<file path="config.mk">
export PLATFORM = sky130hd
export DESIGN_NAME = flight_phase_sequencer_core
export DESIGN_NICKNAME = d
export VERILOG_FILES = /design/src/design/fps_pkg.sv /design/src/design/flight_phase_sequencer_core.sv
export SDC_FILE = /design/constraint.sdc
export NUM_CORES = 1
export LEC_CHECK = 0
export ABC_AREA = 1
export BUFFER_PORTS_ARGS = -buffer_cell sky130_fd_sc_hd__buf_2
export CAP_MARGIN = 20
export CORE_ASPECT_RATIO = 1.5
export CORE_UTILIZATION = 42
export DETAILED_ROUTE_END_ITERATION = 10
export SLEW_MARGIN = 10
export SYNTH_ARGS = -nofsm -noshare
export SYNTH_HDL_FRONTEND = slang
export SYNTH_SLANG_ARGS = --single-unit
</file>
<file path="constraint.sdc">
create_clock -name clk -period 8 [get_ports clk]
set_input_delay 1.6 -clock clk [delete_from_list [all_inputs] [get_ports clk]]
set_output_delay 1.6 -clock clk [all_outputs]
set_load 0.01 [all_outputs]
</file>
<file path="src/design/fps_pkg.sv">
package fps_pkg;

  // elapsed counter width, both counters saturate at all ones
  localparam int TIMER_BITS = 16;
  localparam int CFG_BITS   = 16;
  // common width for counter against register compares
  localparam int CMP_W      = (TIMER_BITS > CFG_BITS) ? TIMER_BITS : CFG_BITS;

  // register indexes on the configuration port
  localparam logic [7:0] REG_BURN     = 8'd0;
  localparam logic [7:0] REG_APOGEE   = 8'd1;
  localparam logic [7:0] REG_DEPLOY   = 8'd2;
  localparam logic [7:0] REG_RECOVERY = 8'd3;

  // register reset values
  localparam logic [CFG_BITS-1:0] BURN_RST     = 16'd3500;
  localparam logic [CFG_BITS-1:0] APOGEE_RST   = 16'd500;
  localparam logic [CFG_BITS-1:0] DEPLOY_RST   = 16'd500;
  localparam logic [CFG_BITS-1:0] RECOVERY_RST = 16'd5000;

  // item modes
  localparam logic MODE_TICK = 1'b0;
  localparam logic MODE_CMD  = 1'b1;

  // phase codes as seen on the ports
  localparam logic [2:0] CODE_IDLE     = 3'd0;
  localparam logic [2:0] CODE_IGNITION = 3'd1;
  localparam logic [2:0] CODE_POWERED  = 3'd2;
  localparam logic [2:0] CODE_COASTING = 3'd3;
  localparam logic [2:0] CODE_APOGEE   = 3'd4;
  localparam logic [2:0] CODE_RECOVERY = 3'd5;
  localparam logic [2:0] CODE_LANDED   = 3'd6;

  // internal one-hot phase state
  typedef enum logic [6:0] {
    PH_IDLE     = 7'b0000001,
    PH_IGNITION = 7'b0000010,
    PH_POWERED  = 7'b0000100,
    PH_COASTING = 7'b0001000,
    PH_APOGEE   = 7'b0010000,
    PH_RECOVERY = 7'b0100000,
    PH_LANDED   = 7'b1000000
  } phase_t;

  typedef struct packed {
    logic       mode;
    logic [2:0] requested_phase;
  } in_t;

  typedef struct packed {
    logic [2:0] phase;
    logic       phase_changed;
    logic       command_rejected;
    logic       prep_chute;
    logic       deploy_chute;
    logic       flight_done;
  } out_t;

  function automatic logic [2:0] phase_code(input phase_t p);
    logic [2:0] c;
    unique case (p)
      PH_IDLE:     c = CODE_IDLE;
      PH_IGNITION: c = CODE_IGNITION;
      PH_POWERED:  c = CODE_POWERED;
      PH_COASTING: c = CODE_COASTING;
      PH_APOGEE:   c = CODE_APOGEE;
      PH_RECOVERY: c = CODE_RECOVERY;
      PH_LANDED:   c = CODE_LANDED;
      default:     c = CODE_IDLE;
    endcase
    return c;
  endfunction

  // code 7 has no phase; callers only use this after an allowed check
  function automatic phase_t phase_of(input logic [2:0] c);
    phase_t p;
    unique case (c)
      CODE_IDLE:     p = PH_IDLE;
      CODE_IGNITION: p = PH_IGNITION;
      CODE_POWERED:  p = PH_POWERED;
      CODE_COASTING: p = PH_COASTING;
      CODE_APOGEE:   p = PH_APOGEE;
      CODE_RECOVERY: p = PH_RECOVERY;
      CODE_LANDED:   p = PH_LANDED;
      default:       p = PH_IDLE;
    endcase
    return p;
  endfunction

  // commanded transition table
  function automatic logic allowed(input phase_t from, input logic [2:0] to);
    logic ok;
    unique case (from)
      PH_IDLE:     ok = (to == CODE_IGNITION) || (to == CODE_POWERED);
      PH_IGNITION: ok = (to == CODE_POWERED) || (to == CODE_IDLE);
      PH_POWERED:  ok = (to == CODE_COASTING);
      PH_COASTING: ok = (to == CODE_APOGEE);
      PH_APOGEE:   ok = (to == CODE_RECOVERY);
      PH_RECOVERY: ok = (to == CODE_LANDED);
      default:     ok = 1'b0;
    endcase
    return ok;
  endfunction

  function automatic logic [TIMER_BITS-1:0] sat_inc(input logic [TIMER_BITS-1:0] v);
    return (v == '1) ? v : v + TIMER_BITS'(1);
  endfunction

endpackage

</file>
<file path="src/design/flight_phase_sequencer_core.sv">
// Flight-phase sequencer: each input beat is a millisecond tick or a phase command and
// yields exactly one result beat. All work happens in combinational next-state logic on the
// phase and counter registers, so a beat is accepted every clock; results go to an output
// register backed by a one-entry skid stage, and in_ready drops only while both are full.
// Configuration writes are always accepted (cfg_ready is always high); indexes above
// three are ignored. Elapsed counters are TIMER_BITS wide and saturate.
module flight_phase_sequencer_core
  import fps_pkg::*;
(
  input  logic                clk,
  input  logic                rst_n,
  input  logic                in_valid,
  output logic                in_ready,
  input  in_t                 in_data,
  output logic                out_valid,
  input  logic                out_ready,
  output out_t                out_data,
  input  logic                cfg_valid,
  output logic                cfg_ready,
  input  logic [7:0]          cfg_index,
  input  logic [CFG_BITS-1:0] cfg_data
);

  logic [CFG_BITS-1:0] burn_r, apogee_r, deploy_r, recovery_r;

  phase_t                phase_r, phase_nxt;
  logic [TIMER_BITS-1:0] ph_el_r, ph_el_nxt;
  logic [TIMER_BITS-1:0] ign_el_r, ign_el_nxt;
  logic                  ign_rec_r, ign_rec_nxt;
  logic                  chute_r, chute_nxt;
  logic                  done_r, done_nxt;
  out_t                  res;

  logic out_valid_r, skid_valid_r;
  out_t out_data_r, skid_data_r;
  logic in_fire;

  assign cfg_ready = 1'b1;
  assign in_ready  = !skid_valid_r;
  assign in_fire   = in_valid && in_ready;
  assign out_valid = out_valid_r;
  assign out_data  = out_data_r;

  // configuration registers
  always_ff @(posedge clk) begin
    if (!rst_n) begin
      burn_r     <= BURN_RST;
      apogee_r   <= APOGEE_RST;
      deploy_r   <= DEPLOY_RST;
      recovery_r <= RECOVERY_RST;
    end else if (cfg_valid) begin
      unique case (cfg_index)
        REG_BURN:     burn_r     <= cfg_data;
        REG_APOGEE:   apogee_r   <= cfg_data;
        REG_DEPLOY:   deploy_r   <= cfg_data;
        REG_RECOVERY: recovery_r <= cfg_data;
        default: ;
      endcase
    end
  end

  // next state and result for one beat
  always_comb begin
    logic [TIMER_BITS-1:0] ph_inc, ign_inc;
    phase_nxt   = phase_r;
    ph_el_nxt   = ph_el_r;
    ign_el_nxt  = ign_el_r;
    ign_rec_nxt = ign_rec_r;
    chute_nxt   = chute_r;
    done_nxt    = done_r;
    res         = '0;
    ph_inc      = sat_inc(ph_el_r);
    ign_inc     = ign_rec_r ? sat_inc(ign_el_r) : ign_el_r;

    if (in_data.mode == MODE_CMD) begin
      if (phase_code(phase_r) != in_data.requested_phase) begin
        // a command for idle drops the ignition record even when rejected
        if (in_data.requested_phase == CODE_IDLE) begin
          ign_rec_nxt = 1'b0;
          ign_el_nxt  = '0;
        end
        if (allowed(phase_r, in_data.requested_phase)) begin
          phase_nxt         = phase_of(in_data.requested_phase);
          ph_el_nxt         = '0;
          res.phase_changed = 1'b1;
          if ((in_data.requested_phase == CODE_IGNITION ||
               in_data.requested_phase == CODE_POWERED) && !ign_rec_r) begin
            ign_rec_nxt = 1'b1;
            ign_el_nxt  = '0;
          end
        end else begin
          res.command_rejected = 1'b1;
        end
      end
    end else begin
      // tick: counters advance, then timed checks on the advanced values
      ph_el_nxt  = ph_inc;
      ign_el_nxt = ign_inc;
      unique case (phase_r)
        PH_IDLE: res.prep_chute = 1'b1;
        PH_POWERED: begin
          if (!ign_rec_r || CMP_W'(ign_inc) >= CMP_W'(burn_r)) begin
            phase_nxt         = PH_COASTING;
            ph_el_nxt         = '0;
            res.phase_changed = 1'b1;
          end
        end
        PH_COASTING: begin
          if (CMP_W'(ph_inc) >= CMP_W'(apogee_r)) begin
            phase_nxt         = PH_APOGEE;
            ph_el_nxt         = '0;
            res.phase_changed = 1'b1;
          end
        end
        PH_APOGEE: begin
          if (CMP_W'(ph_inc) >= CMP_W'(deploy_r)) begin
            res.deploy_chute  = !chute_r;
            chute_nxt         = 1'b1;
            phase_nxt         = PH_RECOVERY;
            ph_el_nxt         = '0;
            res.phase_changed = 1'b1;
          end
        end
        PH_RECOVERY: begin
          if (CMP_W'(ph_inc) >= CMP_W'(recovery_r)) begin
            phase_nxt         = PH_LANDED;
            ph_el_nxt         = '0;
            res.phase_changed = 1'b1;
            done_nxt          = 1'b1;
          end
        end
        default: ;
      endcase
    end
    res.phase       = phase_code(phase_nxt);
    res.flight_done = done_nxt;
  end

  // sequencer state
  always_ff @(posedge clk) begin
    if (!rst_n) begin
      phase_r   <= PH_IDLE;
      ph_el_r   <= '0;
      ign_el_r  <= '0;
      ign_rec_r <= 1'b0;
      chute_r   <= 1'b0;
      done_r    <= 1'b0;
    end else if (in_fire) begin
      phase_r   <= phase_nxt;
      ph_el_r   <= ph_el_nxt;
      ign_el_r  <= ign_el_nxt;
      ign_rec_r <= ign_rec_nxt;
      chute_r   <= chute_nxt;
      done_r    <= done_nxt;
    end
  end

  // output register with skid stage
  always_ff @(posedge clk) begin
    if (!rst_n) begin
      out_valid_r  <= 1'b0;
      skid_valid_r <= 1'b0;
    end else if (!out_valid_r || out_ready) begin
      if (skid_valid_r) begin
        out_valid_r  <= 1'b1;
        skid_valid_r <= 1'b0;
      end else begin
        out_valid_r <= in_fire;
      end
    end else if (in_fire) begin
      skid_valid_r <= 1'b1;
    end
  end

  always_ff @(posedge clk) begin
    if (!out_valid_r || out_ready) begin
      out_data_r <= skid_valid_r ? skid_data_r : res;
    end else if (in_fire) begin
      skid_data_r <= res;
    end
  end

`ifndef SYNTHESIS
  // skid stage only fills behind a held output beat
  a_skid_behind_out: assert property (@(posedge clk) disable iff (!rst_n)
    skid_valid_r |-> out_valid_r)
    else $error("skid stage full while output register empty");

  a_skid_catch: assert property (@(posedge clk) disable iff (!rst_n)
    (out_valid_r && !out_ready && in_fire) |=> skid_valid_r)
    else $error("beat accepted under stall was not caught by skid stage");

  a_done_sticky: assert property (@(posedge clk) disable iff (!rst_n)
    done_r |=> done_r)
    else $error("done latch cleared");

  a_chute_sticky: assert property (@(posedge clk) disable iff (!rst_n)
    chute_r |=> chute_r)
    else $error("chute latch cleared");

  a_ign_count_recorded: assert property (@(posedge clk) disable iff (!rst_n)
    (ign_el_r != '0) |-> ign_rec_r)
    else $error("ignition counter running without ignition record");
`endif

endmodule

</file>
==> impl_metrics.json, run 1 <==
{
  "status": "finished, violations left",
  "violations": "design-rule violations",
  "grtUsageTotal_pct": 21.5,
  "yosys.cell_types.count": 46,
  "worst_setup_path_end_kind": "flip-flop",
  "tns_ns": 0,
  "floorplan.initialDensity_pct": 43.3,
  "intPower_uw": 1240,
  "yosys.area.top_type": "dfxtp_1",
  "yosysMostFrequentCell": "nand2_1",
  "p_sw_uw": 380,
  "netlist_area_mm2": 0.00761,
  "grt_pass1_vias": 6479,
  "finalClockSkew_ns": 0.00957,
  "min_from": "chute_r",
  "cp_common_cell": "nand2_1",
  "cts.sinks": 124,
  "drive_gt1_share_pct": 10.4,
  "layout.nets": 1224,
  "startpoint_type": "flip-flop",
  "first_iter_violations": 379,
  "synth-edff-count": 16,
  "firstDrtPassIters": 8,
  "critical_path_arrival_ns": 4.37,
  "min_path_type": "flip-flop to flip-flop",
  "max_stage_delay_ns": 0.39,
  "slowest_stage": "dfxtp_1",
  "worst_skew_pair.late_latency_ns": 0.43,
  "fin_total_pwr_uw": 1620,
  "postSynthAreaPerCell_um2": 6.98,
  "path_clk_slew_ns": 0.06,
  "cts_hold_buf": 0,
  "setup_violations": 0,
  "fin_crit_sh_pct": 50.9,
  "area_growth_pct": 13.9,
  "via_per_inst": 5.05,
  "timing.rr.start": "ph_el_r[0]",
  "max_freq_mhz": 245,
  "min_to": "chute_r",
  "dieArea_mm2": 0.0187,
  "power.density_mw_per_mm2": 187,
  "cts_tree": "done",
  "cts_resized": 0,
  "grt_max_degree": 68,
  "cp_max_fo": 10,
  "multi_input_area_mm2": 0.00417,
  "reg2reg_depth": 24,
  "io_buffers": 42,
  "grt_remaining_overflow": 0,
  "crit_type": "flip-flop to flip-flop",
  "synthCells": 1090,
  "comb_power_share_pct": 7.4,
  "place_hpwl_um": 14200,
  "crit_required_ns": 8.30,
  "dieHeight_um": 167,
  "switching_share_pct": 23.4,
  "synthTopCellsByArea": "dfxtp_1, nand2_1, ha_1, inv_1, a21oi_1",
  "cp-startpoint": "ph_el_r[0]",
  "insertedDiodeCount": 0,
  "cts_buffer_depth": 2,
  "p_leak_uw": 0.00415,
  "fill_cells": 1806,
  "p_seq_share_pct": 40.0,
  "drv_cap": 0,
  "synthesis.nets": 1189,
  "rsz0062_at_grt": "false",
  "tightestPinTransition_ns": 0.913,
  "wl_per_cell_um": 14.1,
  "cts_inserted_buffers": 17,
  "synth_warnings": 0,
  "gp_congestion": 0.881,
  "die_x_um": 112,
  "cts_root_buf": "clkbuf_16",
  "post_cts.repair.setup_buffers": 0,
  "rows": 59,
  "yosysTopAreaCellShare_pct": 28.4,
  "final_util_pct": 49.3,
  "max-vdd-ir-drop_v": 0.000113,
  "core-area_mm2": 0.0176,
  "rrSetupSlack_ns": 3.92,
  "synth_top_flop_cell": "dfxtp_1",
  "ant_nets": 0,
  "ys_ff_latch": 124,
  "hold_depth": 1,
  "crit_family": "simple AND/OR/NAND/NOR gates",
  "hold_slack_ns": 0.472,
  "io_pins": 44,
  "synthTopCellsByCount": "nand2_1, inv_1, dfxtp_1",
  "drv_slew": 0,
  "grt_first_pass_wirelength_um": 31600,
  "place_inst": 1318,
  "regArea_mm2": 0.00264,
  "routed_wl_um": 19100,
  "hold_viol": 0,
  "async_flop_share_pct": 0,
  "fin_cells": 1351,
  "finalWorstPathRequiredPeriod_ns": 4.08,
  "ys_seq_area_share_pct": 34.7,
  "crit_buf_inv": 3,
  "worst_slew_margin_rel_pct": 39.1,
  "r2r_end": "out_data[6]",
  "power.share.clock_pct": 52.6,
  "antenna_found_initial": 0,
  "path_cells": "ha_1 -> nand2_1 -> nor3_1 -> nand2_1 -> nor2_1 -> nand2_1 -> inv_1 -> o21ai_0 -> o21ai_0 -> ha_1 -> nand2_1 -> inv_1 -> nand3_1 -> nor3_1 -> nand2_1 -> nand3_1 -> nand2_1 -> a31oi_1 -> inv_1 -> nor3_1 -> nand2_1 -> o21ai_2 -> nand2_1 -> nand2_1",
  "vias": 6827,
  "drc_errors": 3,
  "htree_levels": 4
}
## cells by family after synthesis
family | Yosys count | share of synthesized area, %
multiplexers | 1 | 0.148
other | 1 | 0.0493
flip-flops | 124 | 34.7
buffers and inverters | 209 | 10.5
XOR/XNOR | 22 | 2.53
adder cells (fa/ha/maj) | 66 | 10.9
AO/OA/AOI/OAI | 214 | 15.8
AND/OR/NAND/NOR | 453 | 25.3
## registers in the layout, indices dropped and copies added (netlist names)
register and cells:
chute_r 1, ign_rec_r 1, skid_data_r 8, phase_r 7, apogee_r 16, deploy_r 16, skid_valid_r 1, burn_r 16
recovery_r 16, done_r 1, out_data 8, ign_el_r 16, out_valid 1, ph_el_r 16
## power groups by stage
stage | Clock (µW) | Sequential [µW] | Combinational (µW)
6_report | 854 | 648 | 120
3_5_place_dp | 0 | 662 | 120
2_1_floorplan | 0 | 663 | 80.8
4_1_cts | 867 | 648 | 121
3_3_place_gp | 0 | 661 | 119
5_1_grt | 896 | 649 | 136
## worst max path at each step
stage                             end  slack (ns)  cells after the start
final                     out_data[6]        3.92                     24
after global routing      out_data[6]        3.39                     24
after CTS                 out_data[6]        3.91                     23
after detailed placement   ph_el_r[3]        3.79                      9
after global placement     ph_el_r[5]        3.85                      9
after floorplan           out_data[6]        4.78                     23
## per-stage QoR
| stage | area [µm²] | worst slack (ns) |
|---|---|---|
| after global placement | 7990 | 3.85 |
| after CTS | 8650 | 3.91 |
| final | 8660 | 3.92 |
| after detailed placement | 7990 | 3.79 |
| after global routing | 8660 | 3.39 |
| after floorplan | 7610 | 4.78 |
## final cells by class
type	count	share of cell area [%]
clock buffers	23	5.75
clock inverters	9	1.81
inverters	177	7.67
multi-input cells	757	48.2
flip-flops and latches	124	30.5
well taps	213	3.08
repair buffers	48	3.03
## cell usage in the layout (no fill, tap or decap), drive strengths merged, types with 14 or more instances in the layout
master  netlist  routed
nand2       286     286
o21ai        71      71
o211ai       25      25
nand3        47      47
ha           66      66
clkbuf       25      23
a21oi       103     103
dfxtp       108     108
nor2         79      79
buf           7      48
nor3         20      20
inv         176     177
xor2         14      14
edfxtp       16      16
## routing by layer
metal,wire length [µm],up-vias,global-route usage (%)
met5,0,-,0
met2,9810,119,39.2
li1,-,3597,-
met3,553,35,2.95
met4,537,0,9.69
met1,8150,3076,24.6
No activity file was read; power rests on OpenSTA's default activity.
==> inputs of run 2 (changes only) <==
--- a/config.mk
+++ b/config.mk
@@ -5,7 +5,7 @@
 export SDC_FILE = /design/constraint.sdc
 export NUM_CORES = 1
 export LEC_CHECK = 0
-export ABC_AREA = 1
+export ABC_AREA = 0
 export BUFFER_PORTS_ARGS = -buffer_cell sky130_fd_sc_hd__buf_2
 export CAP_MARGIN = 20
 export CORE_ASPECT_RATIO = 1.5
==> constraint.sdc (replaced) <==
create_clock -name clk -period 3.5 [get_ports clk]
set_input_delay 0.7 -clock clk [delete_from_list [all_inputs] [get_ports clk]]
set_output_delay 0.7 -clock clk [all_outputs]
set_load 0.01 [all_outputs]
==> impl_metrics.json, run 2 <==
{
  "core-area_mm2": 0.0179,
  "critical_path_arrival_ns": 4.55,
  "htree_levels": 4,
  "die_x_um": 112,
  "grtUsageTotal_pct": 24.6,
  "synthTopCellsByArea": "dfxtp_1, ha_1, nand2_1, edfxtp_1, a21oi_1",
  "netlist_area_mm2": 0.00764,
  "power.density_mw_per_mm2": 333,
  "routed_wl_um": 23100,
  "final_common_cell": "nand2_1",
  "synth_top_flop_cell": "dfxtp_1",
  "io_buffers": 42,
  "grt_remaining_overflow": 0,
  "synth_warnings": 0,
  "status": "finished, violations left",
  "final_cell_mix": "nand2_1, buf_4, dfxtp_1",
  "yosysTopAreaCellShare_pct": 28.3,
  "max-vdd-ir-drop_v": 0.000241,
  "yosysMostFrequentCell": "nand2_1",
  "synthCells": 933,
  "drv_slew": 0,
  "dieHeight_um": 167,
  "place_hpwl_um": 15900,
  "pre_cts_ws_ns": -0.877,
  "wl_per_cell_um": 17.2,
  "drv_cap": 0,
  "drc_errors": 4,
  "cts_hold_buf": 0,
  "violations": "design-rule violations, negative setup slack",
  "setup_violations": 32,
  "max_freq_mhz": 231,
  "antenna_found_initial": 0,
  "ys_ff_latch": 124,
  "io_pins": 44,
  "yosys.area.top_type": "dfxtp_1",
  "ys_seq_area_share_pct": 34.6,
  "cp_max_fo": 4,
  "vias": 7429,
  "fin_total_pwr_uw": 3560,
  "postSynthAreaPerCell_um2": 8.19,
  "hold_viol": 0,
  "floorplan.initialDensity_pct": 42.8,
  "worst_setup_path_end_kind": "flip-flop",
  "rows": 60,
  "grt_pass1_vias": 7294,
  "ant_nets": 0,
  "synthTopCellsByCount": "nand2_1, dfxtp_1, a21oi_1",
  "via_per_inst": 5.53,
  "crit_required_ns": 3.72,
  "synthesis.nets": 1032,
  "rsz0062_at_grt": "true",
  "firstDrtPassIters": 10,
  "yosys.cell_types.count": 79,
  "finalWorstPathRequiredPeriod_ns": 4.33,
  "p_leak_uw": 0.00447,
  "worst_skew_pair.late_latency_ns": 0.42,
  "gp_congestion": 0.862,
  "fin_crit_sh_pct": 124,
  "grt_max_degree": 70,
  "cts_inserted_buffers": 17,
  "insertedDiodeCount": 0,
  "tightestPinTransition_ns": 0.838,
  "cts.sinks": 124,
  "area_growth_pct": 40.0,
  "tns_ns": -17.35,
  "hold_slack_ns": 0.452,
  "dieArea_mm2": 0.0187,
  "path_clk_slew_ns": 0.06,
  "grt_first_pass_wirelength_um": 36100,
  "cts_tree": "done",
  "cts_buffer_depth": 2,
  "min_path_type": "flip-flop to flip-flop",
  "finalClockSkew_ns": 0.00704,
  "synth-edff-count": 16,
  "drive_gt1_share_pct": 35.7,
  "layout.nets": 1213,
  "final_util_pct": 59.9,
  "async_flop_share_pct": 0,
  "cts_root_buf": "clkbuf_16",
  "layout_setup_ws_ns": -0.832,
  "crit_type": "flip-flop to flip-flop",
  "first_iter_violations": 401,
  "worst_slew_margin_rel_pct": 44.0,
  "fill_cells": 1557,
  "startpoint_type": "flip-flop"
}
run 2: changes by cell type after synthesis, moves of 12 or more:
cell | previous run | this run
a21oi_1 | 102 | 88
nand3_1 | 43 | 21
nand2_1 | 281 | 155
inv_1 | 170 | 67
a32o_1 | 0 | 12
o21ai_0 | 64 | 27
run 2: area by class of cell:
class                           count  area (µm²)  share of cell area (%)
Clock buffer                       25         495                    4.63
Clock inverter                      6        86.3                   0.807
Inverter                           69         259                    2.42
Multi-Input combinational cell    694        5370                    50.2
Sequential cell                   124        2650                    24.8
Tap cell                          217         272                    2.54
Timing Repair Buffer              208        1560                    14.6
run 2: cells by family after synthesis:
group           after synthesis  synth area share [%]
compound gates              239                  21.2
xor+xnor                     29                  3.33
buf+inv                     115                  6.34
fa+ha+maj                    66                  10.8
other cells                   1                0.0491
flops                       124                  34.6
mux                           9                  1.33
simple gates                350                  22.4
run 2: critical path: stages, from the launching register on:
cell and delay, ns:
dfxtp_2 0.32, and4_1 0.22, nand4_1 0.17, nor3_4 0.23, and3_4 0.24, buf_6 0.10, nand4_1 0.10, mux2_4 0.36
ha_4 0.30, nand3_4 0.08, or3_4 0.38, o21a_1 0.22, and3_1 0.20, a311o_2 0.39, buf_6 0.13, nor3_4 0.19
nand2_1 0.09, a2111oi_2 0.39
run 2: where the power goes:
part	internal, µW	switching, µW	total (µW)
sequential	1460	22.4	1480
combinational	133	195	328
clock	1120	632	1750
total	2710	850	3560
run 2: worst paths after layout:
path,to,slack (ns),cells past startpoint,from
setup / recovery,skid_data_r[6],-0.83,17,ph_el_r[3]
hold / removal,deploy_r[14],0.45,2,deploy_r[14]
setup reg to reg,skid_data_r[6],-0.83,17,ph_el_r[3]
hold reg to reg,deploy_r[14],0.45,2,deploy_r[14]
run 2: repair_timing:
item                       4_1_cts  5_1_grt
cloned                           0        0
pin swaps                       51       61
setup buffers                   25       18
setup endpoints to repair       35       35
resized for setup               95       91
run 2: metal layers:
metal / GRT usage [%] / up-vias / part of all wire, %
met5: 0 / - / 0
met4: 15.5 / 0 / 5.8
met3: 4.02 / 72 / 3.6
met2: 44.6 / 206 / 52
met1: 26.4 / 3492 / 39
li1: - / 3659 / -
run 2: through the flow:
step | cells | cell area, µm²
6_report | 1343 | 10700
3_3_place_gp | 1277 | 8950
2_1_floorplan | 933 | 7710
5_1_grt | 1343 | 10700
3_5_place_dp | 1277 | 8950
4_1_cts | 1330 | 10100
==> inputs of run 3 (changes only) <==
==> constraint.sdc (replaced) <==
create_clock -name clk -period 3.5 [get_ports clk]
set_input_delay 0.175 -clock clk [delete_from_list [all_inputs] [get_ports clk]]
set_output_delay 0.175 -clock clk [all_outputs]
set_load 0.01 [all_outputs]
==> impl_metrics.json, run 3 (synthesis gave the netlist of run 2 again) <==
{
  "reg2reg_depth": 19,
  "status": "finished, violations left",
  "hold_viol": 0,
  "fin_cells": 1318,
  "final_util_pct": 57.7,
  "dieHeight_um": 167,
  "vias": 7291,
  "cts_buffer_depth": 2,
  "layout.nets": 1187,
  "finalWorstPathRequiredPeriod_ns": 4.20,
  "cts_tree": "done",
  "firstDrtPassIters": 8,
  "path_clk_slew_ns": 0.06,
  "crit_required_ns": 3.73,
  "grtUsageTotal_pct": 24.4,
  "startpoint_type": "flip-flop",
  "insertedDiodeCount": 0,
  "cp-startpoint": "ign_el_r[3]",
  "critical_path_arrival_ns": 4.43,
  "tightestPinTransition_ns": 0.845,
  "htree_levels": 4,
  "core-area_mm2": 0.0179,
  "finalInstanceArea_mm2": 0.0103,
  "via_per_inst": 5.53,
  "worst_slew_margin_rel_pct": 43.7,
  "place_inst": 1262,
  "wl_per_cell_um": 17.1,
  "min_to": "apogee_r[0]",
  "min_path_type": "primary input to flip-flop",
  "p_leak_uw": 0.00433,
  "power.density_mw_per_mm2": 349,
  "cts_hold_buf": 0,
  "die_x_um": 112,
  "drv_cap": 0,
  "grt_first_pass_wirelength_um": 35800,
  "setup_violations": 31,
  "r2r_end": "skid_data_r[6]",
  "finalClockSkew_ns": 0.00867,
  "routed_wl_um": 22500,
  "antenna_found_initial": 0,
  "tns_ns": -9.90,
  "rows": 60,
  "grt_remaining_overflow": 0,
  "max_stage_delay_ns": 0.58,
  "place_hpwl_um": 15800,
  "min_from": "cfg_data[0]",
  "max-vdd-ir-drop_v": 0.000237,
  "drive_gt1_share_pct": 33.7,
  "final_common_cell": "nand2_1",
  "rrSetupSlack_ns": -0.70,
  "area_growth_pct": 35.0,
  "final_cell_mix": "nand2_1, buf_4, dfxtp_1",
  "cp_max_fo": 4,
  "dieArea_mm2": 0.0187,
  "ant_nets": 0,
  "gp_congestion": 0.872,
  "io_pins": 44,
  "path_cells": "nand2_2 -> nor3_4 -> nand2_2 -> or4_4 -> and2_4 -> buf_6 -> nand3_4 -> xnor2_2 -> ha_1 -> a21oi_2 -> o21ai_1 -> a211o_1 -> a21oi_2 -> o22ai_1 -> a311o_2 -> buf_6 -> nor3_4 -> nand2_1 -> a2111oi_2",
  "max_freq_mhz": 238,
  "worst_skew_pair.late_latency_ns": 0.43,
  "violations": "design-rule violations, negative setup slack",
  "grt_pass1_vias": 7251,
  "crit_type": "flip-flop to flip-flop",
  "grt_max_degree": 61,
  "floorplan.initialDensity_pct": 42.8,
  "io_buffers": 42,
  "cts_inserted_buffers": 17,
  "layout_setup_ws_ns": -0.696,
  "timing.rr.start": "ign_el_r[3]",
  "drv_slew": 0,
  "place_area_mm2": 0.00882,
  "first_iter_violations": 309,
  "multi_input_area_mm2": 0.00519,
  "cts.sinks": 124,
  "worst_setup_path_end_kind": "flip-flop",
  "fill_cells": 1579,
  "fin_crit_sh_pct": 120,
  "slowest_stage": "or4_4",
  "regArea_mm2": 0.00266,
  "cts_root_buf": "clkbuf_16",
  "rsz0062_at_grt": "true",
  "drc_errors": 5,
  "hold_depth": 3
}
==> run 3: what timing repair did <==
action                                  in CTS  in global routing
resized for setup                           73                 84
buffers inserted                            13                 19
pin swaps                                   59                 57
endpoints found under the setup margin      33                 35
==> run 3: through the flow <==
step,hold slack (ns),setup slack (ns),power [µW]
global route,0.0225,-0.935,3710
CTS,0.0215,-0.653,3590
floorplan,0.311,-0.622,1680
detailed placement,0.447,-0.894,1780
global placement,0.440,-0.790,1780
finish,0.0307,-0.696,3600
==> run 3: how the worst max path moves through the flow <==
stage | to | slack, ns | cells past startpoint
after floorplan | skid_data_r[6] | -0.62 | 17
after global placement | skid_data_r[6] | -0.79 | 19
after detailed placement | skid_data_r[6] | -0.89 | 19
after CTS | skid_data_r[6] | -0.65 | 18
after global routing | skid_data_r[6] | -0.93 | 21
final | skid_data_r[6] | -0.70 | 19
==> run 3: cell type report <==
class,instances,area share (%)
Clock buffer,20,4.53
Clock inverter,12,1.31
Inverter,69,2.51
Multi-Input combinational cell,694,50.4
Sequential cell,124,25.7
Tap cell,217,2.63
Timing Repair Buffer,182,12.9
==> run 3: where the power goes <==
part / total [µW] / switching, µW / internal (µW)
logic: 313 / 190 / 123
clock network: 1810 / 699 / 1110
registers: 1480 / 21.8 / 1460
total: 3600 / 911 / 2690
==> run 3: critical path, delay by kind of cell (launching register included) <==
family,cells,cell delay (ns)
AOI/OAI and AO/OA,7,1.50
xor gates and xnor gates,1,0.07
adders and majority gates,1,0.33
buffers and inverters,2,0.27
DFF,1,0.33
and+or+nand+nor,8,1.49
==> run 3: per-layer routing <==
metal	share of wire (%)	GRT usage (%)	up-vias
met5	0	0	-
met4	3.9	11.9	0
met3	2.9	4.16	58
met2	52	44.7	160
met1	41	27.0	3445
li1	-	-	3628
